--- config.mk ---
export PLATFORM = sky130hd
export DESIGN_NAME = modbus_two_station_distance_poller_core_flat
export DESIGN_NICKNAME = d
export VERILOG_FILES = /design/src/rtl/core/mbp_pkg.sv /design/src/rtl/core/mbp_if.sv /design/src/rtl/core/mbp_front.sv /design/src/rtl/core/mbp_queue.sv /design/src/rtl/core/mbp_back.sv /design/src/rtl/core/modbus_two_station_distance_poller_core.sv /design/src/flat_wrapper.sv
export VERILOG_INCLUDE_DIRS = /design/src /design/src/rtl/core
export SDC_FILE = /design/constraint.sdc
export NUM_CORES = 1
export LEC_CHECK = 0
export BUFFER_PORTS_ARGS = -buffer_cell sky130_fd_sc_hd__buf_2
export CORE_UTILIZATION = 60
export CTS_CLUSTER_SIZE = 12
export DETAILED_ROUTE_END_ITERATION = 16
export GPL_TIMING_DRIVEN = 0
export PLACE_DENSITY = 0.9
export SLEW_MARGIN = 15
export SYNTH_ARGS = -nofsm -noshare
export SYNTH_HDL_FRONTEND = slang
export SYNTH_SLANG_ARGS = --single-unit
--- constraint.sdc ---
create_clock -name i_clk -period 8.5 [get_ports i_clk]
set_clock_uncertainty 0.1 [all_clocks]
set_input_delay 0.425 -clock i_clk [delete_from_list [all_inputs] [get_ports i_clk]]
set_output_delay 0.425 -clock i_clk [all_outputs]
set_load 0.02 [all_outputs]
--- src/rtl/core/assert_macros.svh ---
// Assertion macros shared by the poller RTL.
// Needs i_clk and i_rst_n in the scope of every module that uses them.
`ifndef ASSERT_MACROS_SVH
`define ASSERT_MACROS_SVH

// Check a property on every clock edge outside reset.
`define MBP_ASSERT(lbl, prop, msg) \
    lbl: assert property (@(posedge i_clk) disable iff (!i_rst_n) prop) else $error(msg);

// Check a property on every clock edge, reset included.
`define MBP_ASSERT_ALWAYS(lbl, prop, msg) \
    lbl: assert property (@(posedge i_clk) prop) else $error(msg);

`endif

--- src/rtl/core/mbp_pkg.sv ---
// Types, codes and constants of the two-station Modbus poller.
// No dependencies; used by every file of the block but assert_macros.svh.
package mbp_pkg;

    // Input command codes
    typedef enum logic [1:0] {
        CMD_POLL    = 2'd0,
        CMD_RX      = 2'd1,
        CMD_TIMEOUT = 2'd2
    } t_cmd;

    // Result kinds
    typedef enum logic [1:0] {
        KIND_TX       = 2'd0,
        KIND_DIST     = 2'd1,
        KIND_MISMATCH = 2'd2,
        KIND_TIMEOUT  = 2'd3
    } t_kind;

    // Configuration port
    localparam int CFG_IDX_W  = 8;
    localparam int CFG_DATA_W = 16;
    localparam logic [CFG_IDX_W-1:0] CFG_PORT_ENABLED   = 8'd0;
    localparam logic [CFG_IDX_W-1:0] CFG_START_REGISTER = 8'd1;
    localparam logic [15:0] START_REG_RESET = 16'd59;

    // Request frame contents
    localparam logic [7:0]  FUNC_READ_HOLDING = 8'h03;
    localparam logic [7:0]  REG_COUNT_HI      = 8'h00;
    localparam logic [7:0]  REG_COUNT_LO      = 8'h02;
    localparam logic [15:0] CRC_INIT          = 16'hFFFF;
    localparam logic [15:0] CRC_POLY          = 16'hA001;

    // Position of a word within the request frame
    localparam logic [2:0] BEAT_STATION = 3'd0;
    localparam logic [2:0] BEAT_FUNC    = 3'd1;
    localparam logic [2:0] BEAT_REG_HI  = 3'd2;
    localparam logic [2:0] BEAT_REG_LO  = 3'd3;
    localparam logic [2:0] BEAT_CNT_HI  = 3'd4;
    localparam logic [2:0] BEAT_CNT_LO  = 3'd5;
    localparam logic [2:0] BEAT_CRC_LO  = 3'd6;
    localparam logic [2:0] BEAT_CRC_HI  = 3'd7;

    // Work handed from the front to the back
    typedef struct packed {
        t_kind       kind;
        logic [1:0]  station;
        logic [31:0] distance;
        logic [15:0] start_reg;
    } t_job;

    // Fold one byte into the Modbus CRC-16, LSB first
    function automatic logic [15:0] crc_byte(input logic [15:0] crc, input logic [7:0] data);
        logic [15:0] c;
        c = crc ^ {8'h00, data};
        for (int j = 0; j < 8; j++) begin
            c = c[0] ? ((c >> 1) ^ CRC_POLY) : (c >> 1);
        end
        return c;
    endfunction

endpackage

--- src/rtl/core/mbp_if.sv ---
// Channel interfaces of the poller: command input, result output, register writes.
// Depends on mbp_pkg for the configuration widths.
interface mbp_cmd_if;
    logic       valid;
    logic       ready;
    logic [1:0] command;
    logic [7:0] rx_byte;

    modport source (output valid, command, rx_byte, input ready);
    modport sink   (input valid, command, rx_byte, output ready);
endinterface

interface mbp_res_if;
    logic               valid;
    logic               ready;
    logic [1:0]         kind;
    logic [7:0]         tx_byte;
    logic               frame_last;
    logic [1:0]         station;
    logic signed [31:0] distance;

    modport source (output valid, kind, tx_byte, frame_last, station, distance, input ready);
    modport sink   (input valid, kind, tx_byte, frame_last, station, distance, output ready);
endinterface

interface mbp_cfg_if;
    logic                           valid;
    logic                           ready;
    logic [mbp_pkg::CFG_IDX_W-1:0]  index;
    logic [mbp_pkg::CFG_DATA_W-1:0] data;

    modport source (output valid, index, data, input ready);
    modport sink   (input valid, index, data, output ready);
endinterface

--- src/rtl/core/mbp_front.sv ---
// Front of the poller: accepts command words, keeps the poll state and
// classifies each word into at most one job. Depends on mbp_pkg and mbp_if.
`include "assert_macros.svh"

module mbp_front #(
    parameter int RESPONSE_BYTES = 9
) (
    input  logic          i_clk,
    input  logic          i_rst_n,
    mbp_cmd_if.sink       i_cmd,
    input  logic          i_port_enabled,
    input  logic [15:0]   i_start_reg,
    input  logic          i_job_ready,
    output logic          o_job_valid,
    output mbp_pkg::t_job o_job
);

    localparam int LAST = RESPONSE_BYTES - 1;
    localparam int CNTW = $clog2(RESPONSE_BYTES);
    localparam int IDXW = $clog2(RESPONSE_BYTES - 1);

    logic            r_busy, n_busy;
    logic [1:0]      r_station, n_station;
    logic [CNTW-1:0] r_rx_count, n_rx_count;
    logic [7:0]      r_resp [LAST];
    logic [7:0]      w_byte [RESPONSE_BYTES];
    logic            w_acc;
    logic            w_wr;
    mbp_pkg::t_cmd   w_cmd;

    // Accept whenever the queue has room for a job
    assign i_cmd.ready = i_job_ready;
    assign w_acc       = i_cmd.valid & i_cmd.ready;
    assign w_cmd       = mbp_pkg::t_cmd'(i_cmd.command);

    // Response view: stored bytes, with the incoming word as the final byte
    for (genvar g = 0; g < LAST; g++) begin : g_view
        assign w_byte[g] = r_resp[g];
    end
    assign w_byte[LAST] = i_cmd.rx_byte;

    // Classify the accepted word and work out the next state
    always_comb begin
        n_busy      = r_busy;
        n_station   = r_station;
        n_rx_count  = r_rx_count;
        w_wr        = 1'b0;
        o_job_valid = 1'b0;
        o_job       = '{kind: mbp_pkg::KIND_TX, station: r_station,
                        distance: 32'd0, start_reg: i_start_reg};
        if (w_acc) begin
            unique case (w_cmd)
                mbp_pkg::CMD_POLL: begin
                    if (i_port_enabled && !r_busy) begin
                        n_station     = (r_station == 2'd1) ? 2'd2 : 2'd1;
                        n_busy        = 1'b1;
                        n_rx_count    = '0;
                        o_job_valid   = 1'b1;
                        o_job.station = n_station;
                    end
                end
                mbp_pkg::CMD_RX: begin
                    if (r_busy && r_station != 2'd0) begin
                        if (r_rx_count == CNTW'(LAST)) begin
                            n_busy      = 1'b0;
                            n_rx_count  = '0;
                            o_job_valid = 1'b1;
                            if (w_byte[0] != {6'd0, r_station}) begin
                                o_job.kind = mbp_pkg::KIND_MISMATCH;
                            end else begin
                                o_job.kind     = mbp_pkg::KIND_DIST;
                                o_job.distance = {w_byte[5], w_byte[6], w_byte[3], w_byte[4]};
                            end
                        end else begin
                            n_rx_count = r_rx_count + 1'b1;
                            w_wr       = 1'b1;
                        end
                    end
                end
                mbp_pkg::CMD_TIMEOUT: begin
                    if (r_busy) begin
                        n_busy      = 1'b0;
                        n_station   = 2'd0;
                        n_rx_count  = '0;
                        o_job_valid = 1'b1;
                        o_job.kind  = mbp_pkg::KIND_TIMEOUT;
                    end
                end
                default: begin
                    // unused command code: drop
                end
            endcase
        end
    end

    // Hold poll state
    always_ff @(posedge i_clk) begin
        if (!i_rst_n) begin
            r_busy     <= 1'b0;
            r_station  <= 2'd0;
            r_rx_count <= '0;
        end else begin
            r_busy     <= n_busy;
            r_station  <= n_station;
            r_rx_count <= n_rx_count;
        end
    end

    // Store response bytes ahead of the final one
    always_ff @(posedge i_clk) begin
        if (w_wr) begin
            r_resp[r_rx_count[IDXW-1:0]] <= i_cmd.rx_byte;
        end
    end

    `MBP_ASSERT(a_busy_has_station, r_busy |-> r_station != 2'd0, "busy with no station")
    `MBP_ASSERT(a_poll_busy_keeps, (w_acc && w_cmd == mbp_pkg::CMD_POLL && r_busy) |=> $stable(r_station), "poll while busy moved station")

endmodule

--- src/rtl/core/mbp_queue.sv ---
// Short job queue between the front and the back of the poller.
// Depends on mbp_pkg for the job type.
`include "assert_macros.svh"

module mbp_queue #(
    parameter int DEPTH = 4
) (
    input  logic          i_clk,
    input  logic          i_rst_n,
    input  logic          i_push_valid,
    input  mbp_pkg::t_job i_push_job,
    output logic          o_push_ready,
    output logic          o_pop_valid,
    output mbp_pkg::t_job o_pop_job,
    input  logic          i_pop_ready
);

    localparam int PTRW = $clog2(DEPTH);
    localparam int CNTW = $clog2(DEPTH + 1);

    mbp_pkg::t_job   r_mem [DEPTH];
    logic [PTRW-1:0] r_wr, r_rd;
    logic [CNTW-1:0] r_count;
    logic            w_push, w_pop;

    assign o_push_ready = (r_count != CNTW'(DEPTH));
    assign o_pop_valid  = (r_count != '0);
    assign o_pop_job    = r_mem[r_rd];
    assign w_push       = i_push_valid & o_push_ready;
    assign w_pop        = o_pop_valid & i_pop_ready;

    // Advance pointers and count
    always_ff @(posedge i_clk) begin
        if (!i_rst_n) begin
            r_wr    <= '0;
            r_rd    <= '0;
            r_count <= '0;
        end else begin
            if (w_push) begin
                r_wr <= (r_wr == PTRW'(DEPTH - 1)) ? '0 : r_wr + 1'b1;
            end
            if (w_pop) begin
                r_rd <= (r_rd == PTRW'(DEPTH - 1)) ? '0 : r_rd + 1'b1;
            end
            if (w_push && !w_pop) begin
                r_count <= r_count + 1'b1;
            end else if (w_pop && !w_push) begin
                r_count <= r_count - 1'b1;
            end
        end
    end

    // Write job storage
    always_ff @(posedge i_clk) begin
        if (w_push) begin
            r_mem[r_wr] <= i_push_job;
        end
    end

    `MBP_ASSERT(a_count_bound, r_count <= CNTW'(DEPTH), "queue count beyond depth")

endmodule

--- src/rtl/core/mbp_back.sv ---
// Back of the poller: turns jobs into result words, serialising request
// frames with a running CRC. Depends on mbp_pkg and mbp_if.
`include "assert_macros.svh"

module mbp_back (
    input  logic          i_clk,
    input  logic          i_rst_n,
    input  logic          i_job_valid,
    input  mbp_pkg::t_job i_job,
    output logic          o_job_ready,
    mbp_res_if.source     o_res
);

    logic               r_active;
    mbp_pkg::t_job      r_job;
    logic [2:0]         r_beat;
    logic [15:0]        r_crc;
    logic               r_valid;
    mbp_pkg::t_kind     r_kind;
    logic [7:0]         r_tx;
    logic               r_last;
    logic [1:0]         r_station;
    logic signed [31:0] r_dist;
    logic               w_out_free, w_emit, w_done, w_take, w_is_tx;
    logic [7:0]         w_byte;

    assign w_out_free  = !r_valid || o_res.ready;
    assign w_emit      = r_active && w_out_free;
    assign w_is_tx     = (r_job.kind == mbp_pkg::KIND_TX);
    assign w_done      = w_emit && (!w_is_tx || r_beat == mbp_pkg::BEAT_CRC_HI);
    assign o_job_ready = !r_active || w_done;
    assign w_take      = i_job_valid && o_job_ready;

    // Select the frame byte for the current beat
    always_comb begin
        unique case (r_beat)
            mbp_pkg::BEAT_STATION: w_byte = {6'd0, r_job.station};
            mbp_pkg::BEAT_FUNC:    w_byte = mbp_pkg::FUNC_READ_HOLDING;
            mbp_pkg::BEAT_REG_HI:  w_byte = r_job.start_reg[15:8];
            mbp_pkg::BEAT_REG_LO:  w_byte = r_job.start_reg[7:0];
            mbp_pkg::BEAT_CNT_HI:  w_byte = mbp_pkg::REG_COUNT_HI;
            mbp_pkg::BEAT_CNT_LO:  w_byte = mbp_pkg::REG_COUNT_LO;
            mbp_pkg::BEAT_CRC_LO:  w_byte = r_crc[7:0];
            mbp_pkg::BEAT_CRC_HI:  w_byte = r_crc[15:8];
        endcase
    end

    // Hold job and output valid flags
    always_ff @(posedge i_clk) begin
        if (!i_rst_n) begin
            r_active <= 1'b0;
            r_valid  <= 1'b0;
        end else begin
            if (w_take) begin
                r_active <= 1'b1;
            end else if (w_done) begin
                r_active <= 1'b0;
            end
            if (w_emit) begin
                r_valid <= 1'b1;
            end else if (o_res.ready) begin
                r_valid <= 1'b0;
            end
        end
    end

    // Load a job, then step through its beats and fold header bytes into the CRC
    always_ff @(posedge i_clk) begin
        if (w_take) begin
            r_job  <= i_job;
            r_beat <= mbp_pkg::BEAT_STATION;
            r_crc  <= mbp_pkg::CRC_INIT;
        end else if (w_emit) begin
            r_beat <= r_beat + 1'b1;
            if (r_beat < mbp_pkg::BEAT_CRC_LO) begin
                r_crc <= mbp_pkg::crc_byte(r_crc, w_byte);
            end
        end
    end

    // Load the output register
    always_ff @(posedge i_clk) begin
        if (w_emit) begin
            r_kind    <= r_job.kind;
            r_tx      <= w_is_tx ? w_byte : 8'd0;
            r_last    <= !w_is_tx || (r_beat == mbp_pkg::BEAT_CRC_HI);
            r_station <= r_job.station;
            r_dist    <= w_is_tx ? 32'sd0 : $signed(r_job.distance);
        end
    end

    assign o_res.valid      = r_valid;
    assign o_res.kind       = r_kind;
    assign o_res.tx_byte    = r_tx;
    assign o_res.frame_last = r_last;
    assign o_res.station    = r_station;
    assign o_res.distance   = r_dist;

    `MBP_ASSERT(a_beats_only_tx, (r_active && r_beat != mbp_pkg::BEAT_STATION) |-> w_is_tx, "non-frame job past first beat")
    `MBP_ASSERT(a_frame_end_marked, (w_emit && w_is_tx && r_beat == mbp_pkg::BEAT_CRC_HI) |=> (r_valid && r_last), "frame end not marked")

endmodule

--- src/rtl/core/modbus_two_station_distance_poller_core.sv ---
// Top level of the two-station Modbus RTU distance poller.
// Depends on mbp_pkg, mbp_if, mbp_front, mbp_queue and mbp_back.
//
// Channels: i_cmd takes command words (poll tick, received byte, timeout),
// o_res gives result words, i_cfg writes the two registers (index 0 port
// enable, index 1 start register) and is always ready.
// A poll tick accepted while the port is enabled and idle yields eight
// transmit words, one per cycle while o_res is ready, via the queue and
// the back's output register. The final response byte (distance or mismatch)
// or a timeout yields one word the same way. Other commands yield nothing.
// Throughput: a command word is taken every cycle while the job queue has
// room; the result side emits one word per cycle while o_res is ready, so
// a poll occupies the output for eight words and a single result for one.
// The request CRC is built one byte per cycle as unstalled frame words leave.
// Reset clears the poll state, the queue and the output valid flag, and sets
// the registers to port disabled and start register 59.
// When o_res stalls, the output word holds, the back stops, the queue fills
// and then i_cmd.ready drops; nothing is lost.
module modbus_two_station_distance_poller_core #(
    parameter int RESPONSE_BYTES = 9,
    parameter int QUEUE_DEPTH    = 4
) (
    input  logic      i_clk,
    input  logic      i_rst_n,
    mbp_cmd_if.sink   i_cmd,
    mbp_cfg_if.sink   i_cfg,
    mbp_res_if.source o_res
);

    logic          r_port_enabled;
    logic [15:0]   r_start_reg;
    logic          w_push_valid, w_push_ready;
    logic          w_pop_valid, w_pop_ready;
    mbp_pkg::t_job w_push_job, w_pop_job;

    // Register writes
    assign i_cfg.ready = 1'b1;

    always_ff @(posedge i_clk) begin
        if (!i_rst_n) begin
            r_port_enabled <= 1'b0;
            r_start_reg    <= mbp_pkg::START_REG_RESET;
        end else if (i_cfg.valid) begin
            unique case (i_cfg.index)
                mbp_pkg::CFG_PORT_ENABLED:   r_port_enabled <= i_cfg.data[0];
                mbp_pkg::CFG_START_REGISTER: r_start_reg    <= i_cfg.data[15:0];
                default: begin
                    // no register here: drop
                end
            endcase
        end
    end

    mbp_front #(
        .RESPONSE_BYTES (RESPONSE_BYTES)
    ) u_front (
        .i_clk          (i_clk),
        .i_rst_n        (i_rst_n),
        .i_cmd          (i_cmd),
        .i_port_enabled (r_port_enabled),
        .i_start_reg    (r_start_reg),
        .i_job_ready    (w_push_ready),
        .o_job_valid    (w_push_valid),
        .o_job          (w_push_job)
    );

    mbp_queue #(
        .DEPTH (QUEUE_DEPTH)
    ) u_queue (
        .i_clk        (i_clk),
        .i_rst_n      (i_rst_n),
        .i_push_valid (w_push_valid),
        .i_push_job   (w_push_job),
        .o_push_ready (w_push_ready),
        .o_pop_valid  (w_pop_valid),
        .o_pop_job    (w_pop_job),
        .i_pop_ready  (w_pop_ready)
    );

    mbp_back u_back (
        .i_clk       (i_clk),
        .i_rst_n     (i_rst_n),
        .i_job_valid (w_pop_valid),
        .i_job       (w_pop_job),
        .o_job_ready (w_pop_ready),
        .o_res       (o_res)
    );

endmodule

--- src/flat_wrapper.sv ---
// flat-port wrapper written by rule: the top's interface ports become plain ports
module modbus_two_station_distance_poller_core_flat 
#(
    parameter int RESPONSE_BYTES = 9,
    parameter int QUEUE_DEPTH    = 4
)
  (i_clk, i_rst_n, i_cmd_valid, i_cmd_command, i_cmd_rx_byte, i_cmd_ready, i_cfg_valid, i_cfg_index, i_cfg_data, i_cfg_ready, o_res_valid, o_res_kind, o_res_tx_byte, o_res_frame_last, o_res_station, o_res_distance, o_res_ready);
  mbp_cmd_if i_cmd_i ();
  mbp_cfg_if i_cfg_i ();
  mbp_res_if o_res_i ();
  input  logic i_clk;
  input  logic i_rst_n;
  input wire logic [$bits(i_cmd_i.valid)-1:0] i_cmd_valid;
  input wire logic [$bits(i_cmd_i.command)-1:0] i_cmd_command;
  input wire logic [$bits(i_cmd_i.rx_byte)-1:0] i_cmd_rx_byte;
  output wire logic [$bits(i_cmd_i.ready)-1:0] i_cmd_ready;
  input wire logic [$bits(i_cfg_i.valid)-1:0] i_cfg_valid;
  input wire logic [$bits(i_cfg_i.index)-1:0] i_cfg_index;
  input wire logic [$bits(i_cfg_i.data)-1:0] i_cfg_data;
  output wire logic [$bits(i_cfg_i.ready)-1:0] i_cfg_ready;
  output wire logic [$bits(o_res_i.valid)-1:0] o_res_valid;
  output wire logic [$bits(o_res_i.kind)-1:0] o_res_kind;
  output wire logic [$bits(o_res_i.tx_byte)-1:0] o_res_tx_byte;
  output wire logic [$bits(o_res_i.frame_last)-1:0] o_res_frame_last;
  output wire logic [$bits(o_res_i.station)-1:0] o_res_station;
  output wire logic [$bits(o_res_i.distance)-1:0] o_res_distance;
  input wire logic [$bits(o_res_i.ready)-1:0] o_res_ready;
  assign i_cmd_i.valid = i_cmd_valid;
  assign i_cmd_i.command = i_cmd_command;
  assign i_cmd_i.rx_byte = i_cmd_rx_byte;
  assign i_cmd_ready = i_cmd_i.ready;
  assign i_cfg_i.valid = i_cfg_valid;
  assign i_cfg_i.index = i_cfg_index;
  assign i_cfg_i.data = i_cfg_data;
  assign i_cfg_ready = i_cfg_i.ready;
  assign o_res_valid = o_res_i.valid;
  assign o_res_kind = o_res_i.kind;
  assign o_res_tx_byte = o_res_i.tx_byte;
  assign o_res_frame_last = o_res_i.frame_last;
  assign o_res_station = o_res_i.station;
  assign o_res_distance = o_res_i.distance;
  assign o_res_i.ready = o_res_ready;
  modbus_two_station_distance_poller_core #(.RESPONSE_BYTES(RESPONSE_BYTES), .QUEUE_DEPTH(QUEUE_DEPTH)) u_core (.i_clk(i_clk), .i_rst_n(i_rst_n), .i_cmd(i_cmd_i), .i_cfg(i_cfg_i), .o_res(o_res_i));
endmodule
## Yosys cells after proc, flatten, opt, wreduce, memory -nomap -nowiden

Memories as Yosys holds them, arrays and structs flattened. A register that Yosys moved wholly into a read port is not among the register bits.
Index checks and enable logic that the tools add are counted.

- Register bits after elaboration: 97
- Latch bits: 0
- Bits in writable memories: 272
- ROM bits: 0
- Word-level logic and storage cells: 146
- Memories kept: 2

- Add/subtract/negate cells: 6
- $mul: 0
- Divide/modulo/power cells: 0
- Magnitude comparators: 1
- Eq/ne operators: 20
- Shifts and indexed selects: 0
- Multiplexer cells: 55
- Bitwise operators: 12
- Reduce and logical (&&, ||, !) cells: 33

Memory list:

| name | depth | bits a word | rd ports | clocked after Yosys merged registers in | wr ports | line | source |
|---|---|---|---|---|---|---|---|
| u_core.u_queue.r_mem | 4 | 52 | 1 | 1 | 1 | mbp_queue.sv:21 | `mbp_pkg::t_job r_mem [DEPTH];` |
| u_core.u_front.r_resp | 8 | 8 | 5 | 0 | 1 | mbp_front.sv:25 | `logic [7:0] r_resp [LAST];` |

Operator list:

| kind | number |
|---|---|
| $mux W16 | 8 |
| $mux W32 | 4 |
| $pmux W8 S8 | 1 |
| $mux W36 | 1 |
| $not A2 Y3 | 8 |
| $mux W1 | 20 |
| $mux W2 | 10 |
| $mux W4 | 4 |
| $xor A16 B8 Y16 | 1 |
| $eq A3 B3 Y1 const B | 4 |
| $pmux W4 S3 | 1 |
| $reduce_and A5 Y1 | 2 |
| $reduce_bool A2 Y1 | 5 |
| $eq A8 B1 Y1 const B | 1 |
| $logic_not A8 Y1 | 1 |
| $ne A2 B2 Y1 const B | 4 |
| $ne A8 B2 Y1 | 1 |
| $pmux W2 S2 | 2 |
| $logic_and A1 B1 Y1 | 7 |
| $add A3 B1 Y3 const B | 2 |
| $eq A2 B2 Y1 const B | 3 |
| $eq A3 B2 Y1 const B | 2 |
| $logic_not A1 Y1 | 6 |
| $mux W3 | 2 |
| 16 further kinds | 27 |

## Logic depth before layout (Yosys ltp)

Gate-level depths: netlist of run 1.

- Depth in word-level cells: 19
- Depth in mapped cells: 13
- Gate-level depth less buffers: 12

## Hierarchy

From an unflattened synthesis of run 1, not the netlist that was laid out.

- Cells, all modules: 905
- Area, all modules: 15748.9 um^2

Modules (own cells, without submodules):

| module | instances | cells an instance | area an instance (um^2) | sequential area each (um^2) |
|---|---|---|---|---|
| mbp_queue | 1 | 323 | 7975.1 | 6426.2 |
| mbp_back | 1 | 318 | 4743.3 | 3333.2 |
| mbp_front | 1 | 186 | 2279.7 | 1341.3 |
| modbus_two_station_distance_poller_core | 1 | 78 | 750.7 | 340.3 |

## Least setup slack after synthesis of run 1

OpenSTA, ideal clock, no wires.

- Kind: register -> register
- Start: register u_core.u_back.r_beat[1]
- End: register u_core.u_back.r_job[0] (netlist name)
- Setup time: 0.690 ns
- Arrival: 2.759 ns
- Data required time: 7.710 ns
- Path slack: 4.951 ns
- Stages on the path, launching flop included: 8
- Period minus slack after synthesis: 3.549 ns
- Cell sequence: dfxtp_1 -> ha_1 -> ha_1 -> buf_2 -> nor3_1 -> o21ai_0 -> o31ai_1 -> clkinv_1

- Word-level cells in the longest chain between the ends: 5

RTL lines:

| element | line | source |
|---|---|---|
| start, declared | mbp_back.sv:16 | `logic [2:0] r_beat;` |
| start signal, assigned | mbp_back.sv:71 | `r_beat <= mbp_pkg::BEAT_STATION;` |
| start signal, assigned | mbp_back.sv:74 | `r_beat <= r_beat + 1'b1;` |
| $eq A3 B3 Y1 | mbp_back.sv:30 | `assign w_done = w_emit && (!w_is_tx \|\| r_beat == mbp_pkg::BEAT_CRC_HI);` |
| $logic_or A1 B1 Y1 | mbp_back.sv:30 |  |
| $logic_and A1 B1 Y1 | mbp_back.sv:30 |  |
| $logic_or A1 B1 Y1 | mbp_back.sv:31 | `assign o_job_ready = !r_active \|\| w_done;` |
| $logic_and A1 B1 Y1 | mbp_back.sv:32 | `assign w_take = i_job_valid && o_job_ready;` |
| named net u_core.u_back.w_take | mbp_back.sv:24 | `logic w_out_free, w_emit, w_done, w_take, w_is_tx;` |

The timed path passes the listed nets, and every way through them passes these cells.
A chain may end at the register's enable or synchronous reset.

## Worst setup path after layout of run 1

- Start: register u_core.u_back.r_beat[1]
- End: register u_core.u_queue.r_count[2]

- Word-level cells in the longest chain between the ends: 8
- Elaborated cells on any way between the ends: 10
- Those cells by class: eq/ne (1); mux (1); bitwise (1); reduce/logical (7)

RTL lines:

| element | line | source |
|---|---|---|
| $eq A3 B3 Y1 (*) | mbp_back.sv:30 |  |
| $logic_or A1 B1 Y1 (*) | mbp_back.sv:30 |  |
| $logic_and A1 B1 Y1 (*) | mbp_back.sv:30 |  |
| $logic_or A1 B1 Y1 (*) | mbp_back.sv:31 |  |
| $and A1 B1 Y1 (*) | mbp_queue.sv:30 | `assign w_pop = o_pop_valid & i_pop_ready;` |
| $logic_not A1 Y1 | mbp_queue.sv:45 | `if (w_push && !w_pop) begin` |
| $logic_and A1 B1 Y1 | mbp_queue.sv:45 |  |
| $mux W3 / $reduce_bool A2 Y1 (equally long branches) | - |  |
| end signal, assigned | mbp_queue.sv:46 | `r_count <= r_count + 1'b1;` |
| end signal, assigned | mbp_queue.sv:48 | `r_count <= r_count - 1'b1;` |
| end, declared | mbp_queue.sv:23 | `logic [CNTW-1:0] r_count;` |

Every way passes the cells marked *; elsewhere a longest branch is shown, timed or not.

==> reports/qor.txt, run 1 <==
Leak = 6.19 nW
Number of port buffers = 85
CTS buffer count = 39
Footprint of the multi-input gates = 0.00371 mm²
Ys async rst share = 0%
CTS tree = yes
Fin Setup TNS = 0 ns
CTS Hold Buffers Added = 0
Post-synthesis cell type count = 58
Slew headroom = 27.3%
Final hold viol count = 0
Total wire length = 32500 µm
Row cnt = 58
Net count after synthesis = 919
Final Cycle Share = 50.0%
DR iter-0 viols = 911
Routability cong. = 0.891
Ranking of synthesized cells by area = edfxtp_1 (68%), mux4_2 (7.7%), dfxtp_1 (6.8%)
Met3 WL = 2640 µm
Tightest Pin Transition = 1.08 ns
Core ar. = 0.0251 mm²
Fmax = 235 MHz
Clk slew on worst S/H paths = 0.06 ns
Fillers = 1486
Antenna Cells = 0
Setup crit start kind = flop
Reg with most FFs = u_core.u_queue.r_mem
Global-route wire length before repair = 49000 µm
Nets = 1053
Die area = 0.0261 mm²
Worst hold margin = 0.0590 ns
CTS root buf = clkbuf_16
Syn Inst Count = 862
Worst endpoint required time = 8.83 ns
Largest net degree at the start of global routing = 52
Share of the synthesized area in the top cell type = 67.8%
Leading area contributor after synthesis = edfxtp_1
Number of setup buffers added after CTS = 0
Ys Warns = 0
Starting Density = 60.9%
Crit Path Class = reg -> reg
Hold Crit Class = in -> reg
Syn avg cell area = 17.7 µm²
DR pass1 iterations = 5
M1 WL = 12300 µm
Most common cell after layout, fill and taps aside = edfxtp_1
Maximum vdd drop = 0.167 mV
Final critical-path required period = 4.25 ns
Num ports = 87
Endpoints failing setup = 0
Overflow after GRT = 0
Synth Cell Area = 0.0153 mm²
DR vias/cell = 6.16
Outcome = finished clean
Metal2 WL = 16400 µm
Pwr Density = 327 mW/mm²
Clk Latency, worst-skew pair = 0.53 ns
Chip Width = 162 µm
Unrepaired setup endpoints after global routing = no
Highest metal layer with signal wires = met4
Maximum root-to-sink buffer count = 3
Vias in the first global route = 8384
Max FFs per register = 208
Initial antenna violation count = 0
Pins Over Slew Limit = 0
H-Tree Depth = 2
Seq/Total Area, Yosys = 74.6%
Max FO, Critical Path = 10
Layout cell share with drive strength beyond 1 = 22.1%
Primary FF master, synth = edfxtp_1
Critical Path End Type = flop
WL/cell = 24.0 µm
Total GRT Usage = 25.5%
Area Overhead vs Synth = 14.0%
Synthesis-stage register bit count = 397
Die Y-Extent = 162 µm
EDFF count, synth = 345
Clock Sinks = 397
FF-to-FF setup slack = 4.25 ns
Via Count = 8346
Hpwl dp = 18900 µm
Most frequent cells in the layout = edfxtp_1 (345), buf_2 (88), clkbuf_1 (54)
PostCTS Resize Cnt = 0
Worst Path Arrival = 4.58 ns
Final ANT Viol Nets = 0
Sequential Area = 0.0114 mm²
Residual DRC = 0
Count of maximum capacitance violations = 0
-- where the power goes --
part | internal [mW] | switching, mW
registers | 2.51 | 0.144
logic | 0.627 | 0.882
clock network | 0.870 | 0.668
-- final timing paths --
path / start / endpoint / cells after the start
min reg2reg: u_core.r_start_reg[10] / u_core.u_queue.r_mem[0][10] / 0
max reg2reg: u_core.u_back.r_beat[1] / u_core.u_queue.r_count[2] / 13
min: i_cfg_data[4] / u_core.r_start_reg[4] / 3
max: u_core.u_back.r_beat[1] / u_core.u_queue.r_count[2] / 13
-- kinds of logic (layout without fill, tap and decap cells) --
family | after synthesis | in the layout | synth area share [%]
adders and majority gates | 18 | 18 | 1.52
xor gates and xnor gates | 19 | 19 | 1.43
AOI/OAI and AO/OA | 100 | 100 | 4.35
and+or+nand+nor | 188 | 188 | 6.75
DFF | 397 | 397 | 74.6
other | 1 | 1 | 0.0245
buffers and inverters | 54 | 217 | 1.46
muxes | 85 | 85 | 9.89
-- worst max-delay path: stages, from the launching register on --
cell      delay (ns)
dfxtp_1         0.39
ha_1            0.24
ha_1            0.19
buf_2           0.21
nor3_1          0.36
o21ai_0         0.22
o31ai_2         0.32
clkbuf_1        0.59
ha_1            0.31
inv_1           0.09
fa_1            0.44
xor2_1          0.19
or3_1           0.31
a21boi_0        0.22
-- final cells by class --
type                            count  area share [%]
Tap cell                          330            2.37
Timing Repair Buffer               93            3.26
Sequential cell                   397            65.4
Clock inverter                      2          0.0718
Multi-Input combinational cell    411            21.3
Clock buffer                       68            6.28
Inverter                           18           0.395
Buffer                             36           0.919
-- Yosys cell counts (3+ instances only) --
cell type,instances
a211oi_1,5
a21boi_0,5
a21o_1,4
a21oi_1,21
a22oi_1,4
a31oi_1,3
and2_1,42
buf_1,3
buf_4,3
clkbuf_1,27
dfxtp_1,52
edfxtp_1,345
ha_1,17
inv_1,16
mux2_2,8
mux2i_1,25
mux4_2,52
nand2_1,43
nand3_1,8
nand3b_1,5
nor2_1,15
nor2b_1,53
nor3_1,6
nor4_1,7
o211ai_1,8
o21ai_0,21
o21ai_1,6
o22ai_1,3
or3_1,3
xnor2_1,10
xor2_1,5
-- stage by stage --
step                      worst slack (ns)  area (µm²)  total power, mW  util [%]  cells
after floorplan                       4.95       15300             3.70         -    862
after global placement                3.38       16100             4.06      64.2   1277
after detailed placement              4.51       16300             4.13      65.0   1285
after CTS                             4.36       17400             5.69      69.4   1355
after global routing                  4.07       17400             5.89      69.4   1355
final                                 4.25       17400             5.70      69.4   1355
-- layer usage --
metal / global-route usage (%) / vias to the layer above
met5: 0 / -
met4: 10.5 / 0
met3: 4.78 / 94
met2: 42.6 / 485
met1: 33.4 / 4170
li1: - / 3597
No activity file was read; power rests on OpenSTA's default activity.
==> run 2, diff against run 1 <==
--- a/config.mk
+++ b/config.mk
@@ -6,6 +6,7 @@
 export SDC_FILE = /design/constraint.sdc
 export NUM_CORES = 1
 export LEC_CHECK = 0
+export ABC_AREA = 1
 export BUFFER_PORTS_ARGS = -buffer_cell sky130_fd_sc_hd__buf_2
 export CORE_UTILIZATION = 60
 export CTS_CLUSTER_SIZE = 12
==> constraint.sdc (replaced) <==
create_clock -name i_clk -period 4.4 [get_ports i_clk]
set_clock_uncertainty 0.1 [all_clocks]
set_input_delay 0.22 -clock i_clk [delete_from_list [all_inputs] [get_ports i_clk]]
set_output_delay 0.22 -clock i_clk [all_outputs]
set_load 0.02 [all_outputs]
==> run 2 against run 1 <==
  * Worst hold slack lost 0.0035 ns
  * Clock-buffer cell count shrank 8
  * Combinational power grew 110%
  * Total power grew 99%
  * Highest routed layer unchanged
  * Sequential power grew 92%
  * Synthesized area grew 1.6%
  * Maximum frequency grew 7.9%
==> reports/qor.txt, run 2 <==
Outcome = finished clean
Worst endpoint required time = 4.72 ns
Chip Width = 163 µm
Die area = 0.0265 mm²
Slew headroom = 35.6%
DR vias/cell = 6.03
Primary FF master, synth = edfxtp_1
Fillers = 1459
Hpwl dp = 22600 µm
CTS tree = yes
Final ANT Viol Nets = 0
Ys async rst share = 0%
Commonest cells in the netlist = edfxtp_1 (345), nor2_1 (226), nand2_1 (145)
Setup WS post-layout = 0.462 ns
DR pass1 iterations = 7
Leading area contributor after synthesis = edfxtp_1
Clock Sinks = 397
Via Count = 10900
Core ar. = 0.0253 mm²
Unrepaired setup endpoints after global routing = no
Clk slew on worst S/H paths = 0.06 ns
Routability cong. = 0.878
Max FO, Critical Path = 24
Final Cycle Share = 89.5%
Count of maximum capacitance violations = 0
EDFF count, synth = 345
Max FFs per register = 208
Dpl ws = 0.582 ns
Nets = 1501
DR iter-0 viols = 1415
PostCTS Resize Cnt = 0
Critical Path End Type = flop
Initial antenna violation count = 0
Ys Warns = 0
Crit path cell chain = ha_1, ha_1, buf_2, nor2_1, inv_1, a21oi_1, nor2_4, buf_16, buf_16, inv_2, buf_2, ha_1, inv_1, fa_1, a21oi_1, o21ai_0, o21ai_0, a21oi_1
Maximum vdd drop = 0.448 mV
Total wire length = 37000 µm
Layout cell share with drive strength beyond 1 = 13.3%
Worst Path Arrival = 4.25 ns
Total GRT Usage = 28.4%
Power, Total = 11.3 mW
Vias in the first global route = 10600
Synthesis-stage register bit count = 397
Area Overhead vs Synth = 17.2%
Count leader, synth = edfxtp_1
Maximum root-to-sink buffer count = 3
Starting Density = 61.4%
Crit Path Class = reg -> reg
Ranking of synthesized cells by area = edfxtp_1 (67%), dfxtp_1 (6.7%), nor2_1 (5.5%)
Die Y-Extent = 163 µm
Share of the synthesized area in the top cell type = 66.7%
Final hold viol count = 0
Syn avg cell area = 12.2 µm²
Most common cell after layout, fill and taps aside = edfxtp_1
Synth Cell Area = 0.0155 mm²
Row cnt = 58
WL/cell = 20.5 µm
Num ports = 87
Critical Path Max Stage Delay = 0.46 ns
Most frequent cells in the layout = edfxtp_1 (345), nor2_1 (221), nand2_1 (145)
CTS buffer count = 40
Residual DRC = 0
Reg with most FFs = u_core.u_queue.r_mem
Number of port buffers = 85
Final critical-path required period = 3.94 ns
Syn Inst Count = 1274
Worst hold margin = 0.0556 ns
Setup crit start kind = flop
Pins Over Slew Limit = 0
Crit-path slowest cell = fa_1
Global-route wire length before repair = 56500 µm
Endpoints failing setup = 0
Post-synthesis cell type count = 42
Hold Crit Class = in -> reg
H-Tree Depth = 2
Pwr Density = 621 mW/mm²
Fin util = 71.9%
Leak = 7.17 nW
Overflow after GRT = 0
Fmax = 254 MHz
Largest net degree at the start of global routing = 42
Clk Latency, worst-skew pair = 0.55 ns
Seq/Total Area, Yosys = 73.4%
Fin Setup TNS = 0 ns
CTS root buf = clkbuf_16
Net count after synthesis = 1331
Tightest Pin Transition = 0.956 ns
## run 2: cell types whose count changed after synthesis, sizes merged, moves of 11 or more
cell    delta
and2      -42
clkbuf    +18
inv       +89
mux2i     -24
mux4      -52
nand2    +113
nand3     +45
nor2     +212
nor2b     -53
o21ai    +112
o22ai     +50
xnor2     -11
## run 2: report_power, final
| part | leakage (nW) | internal, mW | switching (mW) |
|---|---|---|---|
| Clock | 0.564 | 1.77 | 1.33 |
| Combinational | 2.62 | 0.924 | 2.20 |
| Sequential | 3.98 | 4.85 | 0.234 |
| Total | 7.17 | 7.55 | 3.77 |
## run 2: worst max-delay path: cells and delay by family, from the launching register on
family / cells / cell delay (ns)
buffers and inverters: 7 / 1.14
AND/OR/NAND/NOR: 2 / 0.28
AO/OA/AOI/OAI: 5 / 0.85
adder cells (fa/ha/maj): 4 / 1.09
flip-flops: 1 / 0.35
## run 2: path summary, 6_finish.rpt
kind                      startpoint                        endpoint  slack (ns)  depth (start not counted)
max reg2reg  u_core.u_back.r_beat[0]       u_core.u_queue.r_count[2]        0.46                         18
min                   i_cfg_index[0]          u_core.r_start_reg[10]        0.06                          4
max          u_core.u_back.r_beat[0]       u_core.u_queue.r_count[2]        0.46                         18
min reg2reg  u_core.u_back.r_job[49]  u_core.u_back.o_res.station[1]        0.36                          0
## run 2: timing repair
| action | 4_1_cts | 5_1_grt |
|---|---|---|
| hold endpoints to repair | 61 | 0 |
| buffers inserted | 0 | 0 |
| hold buffers | 29 | 0 |
## run 2: final cells by class
cell class / count / area (µm²) / area share [%]
Sequential cell: 397 / 11400 / 62.6
Inverter: 105 / 402 / 2.20
Tap cell: 330 / 413 / 2.27
Multi-Input combinational cell: 717 / 3570 / 19.6
Clock inverter: 7 / 45.0 / 0.247
Clock buffer: 60 / 1130 / 6.20
Buffer: 55 / 235 / 1.29
Timing Repair Buffer: 128 / 1020 / 5.59
Antenna cell: 1 / 2.50 / 0.0137
## run 2: logic make-up (layout without fill, tap and decap cells)
group           after synthesis  after routing  share of synthesized area (%)
xor+xnor                      1              1                         0.0564
simple gates                457            457                           12.4
other cells                   1              2                         0.0241
mux                           1              1                         0.0644
compound gates              239            239                           8.50
fa+ha+maj                    18             18                           1.50
buf+inv                     160            355                           4.10
flops                       397            397                           73.4
## run 2: stage by stage
step | cell area (µm²) | cells
final | 18200 | 1800
after global routing | 18200 | 1799
after CTS | 18200 | 1798
after detailed placement | 16700 | 1702
after global placement | 16400 | 1689
after floorplan | 15500 | 1274
## run 2: per-layer routing
metal  global-route usage (%)  vias to the layer above  share of wire (%)
li1                         -                     4821                  -
met1                     36.8                     5109                 36
met2                     46.8                      806                 49
met3                     5.63                      120                 12
met4                     12.4                        0                3.6
met5                        0                        -                  0
